<file path="src/ierq_pkg.sv">
`timescale 1ns / 1ps
// Package for the input event replay queue.
// It holds the queue sizes, the request kind codes and the event and queue control types.
// It has no dependencies.
package ierq_pkg;

   localparam int QUEUE_DEPTH = 16;
   localparam int IDX_W = (QUEUE_DEPTH > 1) ? $clog2(QUEUE_DEPTH) : 1;
   localparam int CNT_W = $clog2(QUEUE_DEPTH + 1);

   localparam int MASK_W = 64;
   localparam int COORD_W = 16;
   localparam int FRAMES_W = 16;

   typedef enum logic [1:0] {
      KIND_PRESS = 2'd0,
      KIND_TOUCH = 2'd1,
      KIND_TICK  = 2'd2
   } kind_type;

   typedef struct packed {
      logic                is_touch;
      logic [MASK_W-1:0]   buttons;
      logic [COORD_W-1:0]  x;
      logic [COORD_W-1:0]  y;
      logic [FRAMES_W-1:0] frames;
   } event_type;

   typedef struct packed {
      logic push;
      logic pop;
   } queue_ctrl_type;

   typedef struct packed {
      logic full;
      logic empty;
   } queue_status_type;

endpackage

</file>
<file path="src/ierq_queue.sv">
`timescale 1ns / 1ps
// Circular event queue with head, tail and fill count.
// Depends on ierq_pkg for the depth, the event type and the control types.
module ierq_queue (
   input  logic                        clock,
   input  logic                        reset,
   input  ierq_pkg::queue_ctrl_type    ctrl,
   input  ierq_pkg::event_type         push_event,
   output ierq_pkg::event_type         head_event,
   output ierq_pkg::queue_status_type  status
);

   ierq_pkg::event_type             entries_ff [ierq_pkg::QUEUE_DEPTH];
   logic [ierq_pkg::IDX_W-1:0]      head_ff;
   logic [ierq_pkg::IDX_W-1:0]      head_in;
   logic [ierq_pkg::IDX_W-1:0]      tail_ff;
   logic [ierq_pkg::IDX_W-1:0]      tail_in;
   logic [ierq_pkg::CNT_W-1:0]      count_ff;
   logic [ierq_pkg::CNT_W-1:0]      count_in;
   logic                            do_push;
   logic                            do_pop;

   localparam logic [ierq_pkg::IDX_W-1:0] LAST_IDX = ierq_pkg::IDX_W'(ierq_pkg::QUEUE_DEPTH - 1);
   localparam logic [ierq_pkg::CNT_W-1:0] FULL_CNT = ierq_pkg::CNT_W'(ierq_pkg::QUEUE_DEPTH);

   always_comb begin
      status.full  = (count_ff == FULL_CNT);
      status.empty = (count_ff == '0);
      do_push = ctrl.push && !status.full;
      do_pop  = ctrl.pop && !status.empty;
      head_event = entries_ff[head_ff];

      head_in = head_ff;
      if (do_pop) begin
         head_in = (head_ff == LAST_IDX) ? '0 : head_ff + 1'b1;
      end
      tail_in = tail_ff;
      if (do_push) begin
         tail_in = (tail_ff == LAST_IDX) ? '0 : tail_ff + 1'b1;
      end
      count_in = count_ff;
      if (do_push && !do_pop) begin
         count_in = count_ff + 1'b1;
      end else if (do_pop && !do_push) begin
         count_in = count_ff - 1'b1;
      end
   end

   always_ff @(posedge clock) begin
      if (reset) begin
         head_ff  <= '0;
         tail_ff  <= '0;
         count_ff <= '0;
      end else begin
         head_ff  <= head_in;
         tail_ff  <= tail_in;
         count_ff <= count_in;
      end
   end

   always_ff @(posedge clock) begin
      if (do_push) begin
         entries_ff[tail_ff] <= push_event;
      end
   end

endmodule

</file>
<file path="src/input_event_replay_queue_top.sv">
`timescale 1ns / 1ps
// Top level of the input event replay queue: request register, event logic, response register.
// Depends on ierq_pkg and ierq_queue.
//
// The block takes one request per clock cycle unless a response is stalled, and returns exactly one
// response for each request. A request is first captured in an input register; once the response
// register is free, the queue access, the active event update and the response value are formed in
// one pass and written to the response register, from which the response is driven. While a
// response waits for the response side, a request in the input register is held there and no
// further request is taken; a new request is taken in the same cycle as the waiting response leaves.
// Enqueue requests return a zero response that only carries the dropped flag, and frame ticks return
// the masks or the touch of the active event. The queue holds sixteen events.
module input_event_replay_queue_top (
   input  logic           clock,
   input  logic           reset,
   input  logic           req_tvalid,
   output logic           req_tready,
   // tdata: button_mask[63:0], touch_x[79:64], touch_y[95:80], frame_count[111:96]
   input  logic [111:0]   req_tdata,
   // tuser: kind[1:0]
   input  logic [1:0]     req_tuser,
   output logic           rsp_tvalid,
   input  logic           rsp_tready,
   // tdata: down_mask[63:0], held_mask[127:64], reported_x[143:128], reported_y[159:144]
   output logic [159:0]   rsp_tdata,
   // tuser: touch_active[0], dropped[1]
   output logic [1:0]     rsp_tuser
);

   localparam int MW = ierq_pkg::MASK_W;
   localparam int CW = ierq_pkg::COORD_W;
   localparam int FW = ierq_pkg::FRAMES_W;

   logic            in_valid_ff;
   logic            in_valid_in;
   logic [1:0]      in_kind_ff;
   logic [MW-1:0]   in_mask_ff;
   logic [CW-1:0]   in_x_ff;
   logic [CW-1:0]   in_y_ff;
   logic [FW-1:0]   in_frames_ff;

   logic            advance;
   logic            process;

   logic            active_flag_ff;
   logic            active_flag_in;
   logic            active_kind_ff;
   logic            active_kind_in;
   logic [MW-1:0]   active_buttons_ff;
   logic [MW-1:0]   active_buttons_in;
   logic [CW-1:0]   active_x_ff;
   logic [CW-1:0]   active_x_in;
   logic [CW-1:0]   active_y_ff;
   logic [CW-1:0]   active_y_in;
   logic [FW-1:0]   active_hold_ff;
   logic [FW-1:0]   active_hold_in;
   logic [FW-1:0]   frames_left_ff;
   logic [FW-1:0]   frames_left_in;
   logic [FW-1:0]   frames_eff;

   logic            rsp_valid_ff;
   logic            rsp_valid_in;
   logic [MW-1:0]   down_ff;
   logic [MW-1:0]   down_in;
   logic [MW-1:0]   held_ff;
   logic [MW-1:0]   held_in;
   logic [CW-1:0]   rx_ff;
   logic [CW-1:0]   rx_in;
   logic [CW-1:0]   ry_ff;
   logic [CW-1:0]   ry_in;
   logic            touch_ff;
   logic            touch_in;
   logic            dropped_ff;
   logic            dropped_in;

   ierq_pkg::queue_ctrl_type    q_ctrl;
   ierq_pkg::queue_status_type  q_status;
   ierq_pkg::event_type         q_push;
   ierq_pkg::event_type         q_head;

   ierq_queue u_queue (
      .clock      (clock),
      .reset      (reset),
      .ctrl       (q_ctrl),
      .push_event (q_push),
      .head_event (q_head),
      .status     (q_status)
   );

   assign advance    = !rsp_valid_ff || rsp_tready;
   assign req_tready = !in_valid_ff || advance;
   assign process    = in_valid_ff && advance;
   assign in_valid_in = req_tready ? req_tvalid : in_valid_ff;
   assign rsp_valid_in = advance ? in_valid_ff : rsp_valid_ff;
   assign frames_eff = (in_frames_ff == '0) ? FW'(1) : in_frames_ff;

   always_comb begin
      q_ctrl = '0;
      q_push.is_touch = 1'b0;
      q_push.buttons  = in_mask_ff;
      q_push.x        = '0;
      q_push.y        = '0;
      q_push.frames   = frames_eff;

      active_flag_in    = active_flag_ff;
      active_kind_in    = active_kind_ff;
      active_buttons_in = active_buttons_ff;
      active_x_in       = active_x_ff;
      active_y_in       = active_y_ff;
      active_hold_in    = active_hold_ff;
      frames_left_in    = frames_left_ff;

      down_in    = '0;
      held_in    = '0;
      rx_in      = '0;
      ry_in      = '0;
      touch_in   = 1'b0;
      dropped_in = 1'b0;

      case (in_kind_ff)
         ierq_pkg::KIND_PRESS: begin
            q_ctrl.push = process;
            dropped_in  = q_status.full;
         end
         ierq_pkg::KIND_TOUCH: begin
            q_ctrl.push     = process;
            q_push.is_touch = 1'b1;
            q_push.buttons  = '0;
            q_push.x        = in_x_ff;
            q_push.y        = in_y_ff;
            dropped_in      = q_status.full;
         end
         ierq_pkg::KIND_TICK: begin
            if (!active_flag_ff && !q_status.empty) begin
               q_ctrl.pop        = process;
               active_flag_in    = 1'b1;
               active_kind_in    = q_head.is_touch;
               active_buttons_in = q_head.buttons;
               active_x_in       = q_head.x;
               active_y_in       = q_head.y;
               active_hold_in    = q_head.frames;
               frames_left_in    = q_head.frames;
            end
            if (active_flag_in) begin
               if (!active_kind_in) begin
                  down_in = (frames_left_in == active_hold_in) ? active_buttons_in : '0;
                  held_in = active_buttons_in;
               end else begin
                  touch_in = 1'b1;
                  rx_in    = active_x_in;
                  ry_in    = active_y_in;
               end
               if (frames_left_in != '0) begin
                  frames_left_in = frames_left_in - 1'b1;
               end
               if (frames_left_in == '0) begin
                  active_flag_in = 1'b0;
               end
            end
         end
         default: begin
         end
      endcase
   end

   always_ff @(posedge clock) begin
      if (reset) begin
         in_valid_ff       <= 1'b0;
         rsp_valid_ff      <= 1'b0;
         active_flag_ff    <= 1'b0;
         active_kind_ff    <= 1'b0;
         active_buttons_ff <= '0;
         active_x_ff       <= '0;
         active_y_ff       <= '0;
         active_hold_ff    <= '0;
         frames_left_ff    <= '0;
      end else begin
         in_valid_ff  <= in_valid_in;
         rsp_valid_ff <= rsp_valid_in;
         if (process) begin
            active_flag_ff    <= active_flag_in;
            active_kind_ff    <= active_kind_in;
            active_buttons_ff <= active_buttons_in;
            active_x_ff       <= active_x_in;
            active_y_ff       <= active_y_in;
            active_hold_ff    <= active_hold_in;
            frames_left_ff    <= frames_left_in;
         end
      end
   end

   always_ff @(posedge clock) begin
      if (req_tvalid && req_tready) begin
         in_kind_ff   <= req_tuser;
         in_mask_ff   <= req_tdata[63:0];
         in_x_ff      <= req_tdata[79:64];
         in_y_ff      <= req_tdata[95:80];
         in_frames_ff <= req_tdata[111:96];
      end
      if (process) begin
         down_ff    <= down_in;
         held_ff    <= held_in;
         rx_ff      <= rx_in;
         ry_ff      <= ry_in;
         touch_ff   <= touch_in;
         dropped_ff <= dropped_in;
      end
   end

   assign rsp_tvalid = rsp_valid_ff;
   assign rsp_tdata  = {ry_ff, rx_ff, held_ff, down_ff};
   assign rsp_tuser  = {dropped_ff, touch_ff};

endmodule

</file>
<file path="config.mk">
export PLATFORM = sky130hd
export DESIGN_NAME = input_event_replay_queue_top
export DESIGN_NICKNAME = d
export VERILOG_FILES = /design/src/ierq_pkg.sv /design/src/ierq_queue.sv /design/src/input_event_replay_queue_top.sv
export SDC_FILE = /design/constraint.sdc
export NUM_CORES = 2
export LEC_CHECK = 0
export BUFFER_PORTS_ARGS = -buffer_cell sky130_fd_sc_hd__buf_2
export CAP_MARGIN = 20
export CELL_PAD_IN_SITES_DETAIL_PLACEMENT = 1
export CELL_PAD_IN_SITES_GLOBAL_PLACEMENT = 2
export CORE_MARGIN = 1
export CORE_UTILIZATION = 52
export DETAILED_ROUTE_END_ITERATION = 10
export GPL_TIMING_DRIVEN = 0
export HOLD_SLACK_MARGIN = 0.06
export PLACE_DENSITY = 0.94
export SYNTH_ARGS = -nofsm -noshare
export SYNTH_HDL_FRONTEND = slang
export SYNTH_SLANG_ARGS = --single-unit
</file>
<file path="constraint.sdc">
create_clock -name clock -period 32.4 [get_ports clock]
set_input_delay 3.24 -clock clock [delete_from_list [all_inputs] [get_ports clock]]
set_output_delay 3.24 -clock clock [all_outputs]
set_load 0.03 [all_outputs]
</file>
==> impl_metrics.env <==
export IMPL_multi_input_area_um2=18700
export IMPL_finalHoldViolCount=0
export IMPL_status="completed"
export IMPL_netlist_instances=4235
export IMPL_fillCellCount=13570
export IMPL_port_buffers=280
export IMPL_grt_use_met2_pct=54.17
export IMPL_cts_resized=0
export IMPL_synth_area_leaders="edfxtp_1 (73%), mux4_2 (14%), dfxtp_1 (3.5%)"
export IMPL_dp_hpwl_mm=161.7
export IMPL_gr_usage_met1_pct=41.53
export IMPL_worstMarginPinSlew_ps=1459
export IMPL_clk_insertion_delay_late_ps=910
export IMPL_critPathLaunchType="primary input"
export IMPL_powerDensity_nw_per_um2=63.25
export IMPL_cts_root_buf="clkbuf_16"
export IMPL_drt_iter0_drc=8782
export IMPL_clock_sinks=2233
export IMPL_vias_per_cell=6.977
export IMPL_cp_max_fo=10
export IMPL_die_h_um=407.0
export IMPL_overflow=0
export IMPL_fin_skew_ps=56.95
export IMPL_hold_class="reg -> reg"
export IMPL_drc=0
export IMPL_slew_viol_final=0
export IMPL_register_area_um2=65560
export IMPL_grt_max_degree=104
export IMPL_die_area_um2=165600
export IMPL_yosysSeqAreaShare_pct=76.88
export IMPL_grt_use_met3_pct=8.701
export IMPL_ys_seq_elements=2233
export IMPL_async_reset_ff_share_pct=0
export IMPL_finalNetCount=5019
export IMPL_cp_cell_sequence="buf_2 -> nor2b_1 -> nand2b_1 -> or2_2 -> clkbuf_1 -> nor2_1 -> inv_2 -> clkbuf_1 -> ha_1 -> inv_1 -> fa_1 -> a21o_1 -> a21oi_1 -> xnor2_1 -> or3_1 -> a21oi_1"
export IMPL_cts_tree="done"
export IMPL_crit_path_end_kind="flop"
export IMPL_worst_slack_ps=25070
export IMPL_top_usage_layer="met2"
export IMPL_initial_core_util_pct=52.39
export IMPL_final_layout_size_suffix_gt1_share_pct=28.05
export IMPL_syn_area_um2=85280
export IMPL_post_cts_buffers=0
export IMPL_post_drt_wl_per_cell_um=40.38
export IMPL_rsz0062_at_grt="no"
export IMPL_dr_pass1_iters=6
export IMPL_synth_top_area_share_pct=73.38
export IMPL_avgSynthCellArea_um2=20.14
export IMPL_min_period_ps=7325
export IMPL_rows=148
export IMPL_synth_edf_count=2084
export IMPL_io_pins=282
export IMPL_crit_arrival_ps=8100
export IMPL_tns_ps=0
export IMPL_crit_required_ps=33180
export IMPL_finalSetupViolations=0
export IMPL_wl_mm=293.4
export IMPL_slowest_delay_ps=1020
export IMPL_slew_headroom_pct=2.757
export IMPL_grt_pass1_wl_mm=385.5
export IMPL_cts_buffer_depth=3
export IMPL_post_route_period_util_pct=22.61
export IMPL_synth_cell_types=70
export IMPL_yosysWarnings=0
export IMPL_grt_pass1_vias=51390
export IMPL_ant_nets=0
export IMPL_syn_num_nets=4365
export IMPL_synth_largest_area_cell="edfxtp_1"
export IMPL_numCtsBuffers=217
export IMPL_antenna_found_initial=19
export IMPL_die_w_um=407.0
export IMPL_hold_buffers=0
export IMPL_p_leak_uw=0.03151
export IMPL_post_place_ws_ps=24630
export IMPL_fmax_mhz=136.5
export IMPL_path_clk_slew_ps=60
export IMPL_vias=50680
export IMPL_crit_slowest_cell="clkbuf_1"
export IMPL_synthFlopType="edfxtp_1"
export IMPL_ir_worst_vdd_uv=61.96
export IMPL_grt_usage_pct=33.58
export IMPL_area_growth_synth_to_final_pct=16.60
export IMPL_htree_levels=4
export IMPL_finalWeightedCongestion=0.8991
export IMPL_path_class="in -> reg"
export IMPL_drv_cap=0
export IMPL_core_um2=162800
==> per-layer routing <==
metal	up-vias	routed length (um)
met1	25570	95870
met5	-	143
li1	18360	-
met4	15	20870
met3	1331	37750
met2	5399	138700
==> area by class of cell <==
| cell class | count | share of cell area [%] |
|---|---|---|
| Inverter | 15 | 0.06417 |
| Sequential cell | 2233 | 65.93 |
| Timing Repair Buffer | 435 | 3.989 |
| Tap cell | 2175 | 2.737 |
| Buffer | 248 | 1.098 |
| Clock inverter | 143 | 1.492 |
| Multi-Input combinational cell | 1739 | 18.80 |
| Antenna cell | 5 | 0.01258 |
| Clock buffer | 271 | 5.870 |
==> registers in the layout (all words and copies together) (netlist names), 5 cells and up, named ones only <==
| register | flops |
|---|---|
| in_x_ff | 16 |
| in_y_ff | 16 |
| u_queue.entries_ff | 1808 |
| active_x_ff | 16 |
| rx_ff | 16 |
| active_buttons_ff | 64 |
| down_ff | 64 |
| active_y_ff | 16 |
| u_queue.count_ff | 5 |
| in_frames_ff | 16 |
| ry_ff | 16 |
| held_ff | 64 |
| active_hold_ff | 16 |
| frames_left_ff | 16 |
| in_mask_ff | 64 |
==> synthesized netlist by cell type (all sizes together) (7+ instances only) <==
master	count
a211oi	10
a21o	7
a21oi	228
a22oi	13
a31oi	7
and2	103
buf	106
clkbuf	142
dfxtp	149
edfxtp	2084
ha	11
inv	15
mux2i	35
mux4	541
nand2	453
nand3	27
nand4	9
nor2	66
nor2b	78
nor3	17
nor4	7
o21ai	17
o31ai	8
xnor2	24
xor2	7
==> critical path: cells and delay by family <==
kind / cells / cell delay (ps)
AO/OA/AOI/OAI: 3 / 570
XOR/XNOR: 1 / 120
adder cells (fa/ha/maj): 2 / 770
buffers and inverters: 5 / 2000
AND/OR/NAND/NOR: 5 / 1390
==> logic make-up after synthesis <==
family / after synthesis / share of synthesized area (%)
mux: 581 / 14.76
buf+inv: 263 / 1.341
simple gates: 793 / 4.329
xor+xnor: 31 / 0.3184
compound gates: 322 / 2.186
fa+ha+maj: 12 / 0.1849
flops: 2233 / 76.88
==> where the power goes <==
part	leakage, uW	switching [uW]	total (uW)	internal, uW
registers	0.0204	17.0	3200	3180
logic	0.00753	291	391	100
clock network	0.00358	1210	2700	1490
total	0.0315	1520	6290	4770
==> through the flow <==
step	power, uW	util (%)	instance area [um^2]	hold WS [ps]	cells
floorplan	3461	-	85280	435.7	4235
global placement	3585	54.93	89410	441.3	6690
detailed placement	3608	56.48	91930	450.1	6832
CTS	6214	60.97	99250	459.7	7246
global route	6366	61.09	99430	485.3	7263
finish	6289	61.09	99440	457.6	7264
==> final timing paths <==
kind	startpoint	to	slack (ps)	cells past startpoint
min reg2reg	active_buttons_ff[23]	active_buttons_ff[23]	460	2
max reg2reg	flop	rx_ff[9]	26460	11
max	rsp_tready	u_queue.count_ff[4]	25070	16
min	active_buttons_ff[23]	active_buttons_ff[23]	460	2
==> placed cells by master, fill, tap and decap left out, types with 35 or more instances in the layout <==
| cell type | count |
|---|---|
| edfxtp_1 | 2084 |
| mux4_2 | 541 |
| nand2_1 | 453 |
| buf_2 | 332 |
| a21oi_1 | 228 |
| clkbuf_16 | 220 |
| clkbuf_1 | 176 |
| dfxtp_1 | 149 |
| and2_1 | 101 |
| nor2b_1 | 78 |
| buf_6 | 64 |
| buf_12 | 58 |
| nor2_1 | 52 |
| clkinv_2 | 45 |
| clkinv_1 | 40 |
| buf_1 | 38 |
| mux2i_1 | 35 |
(Power assumes the default switching activity.)
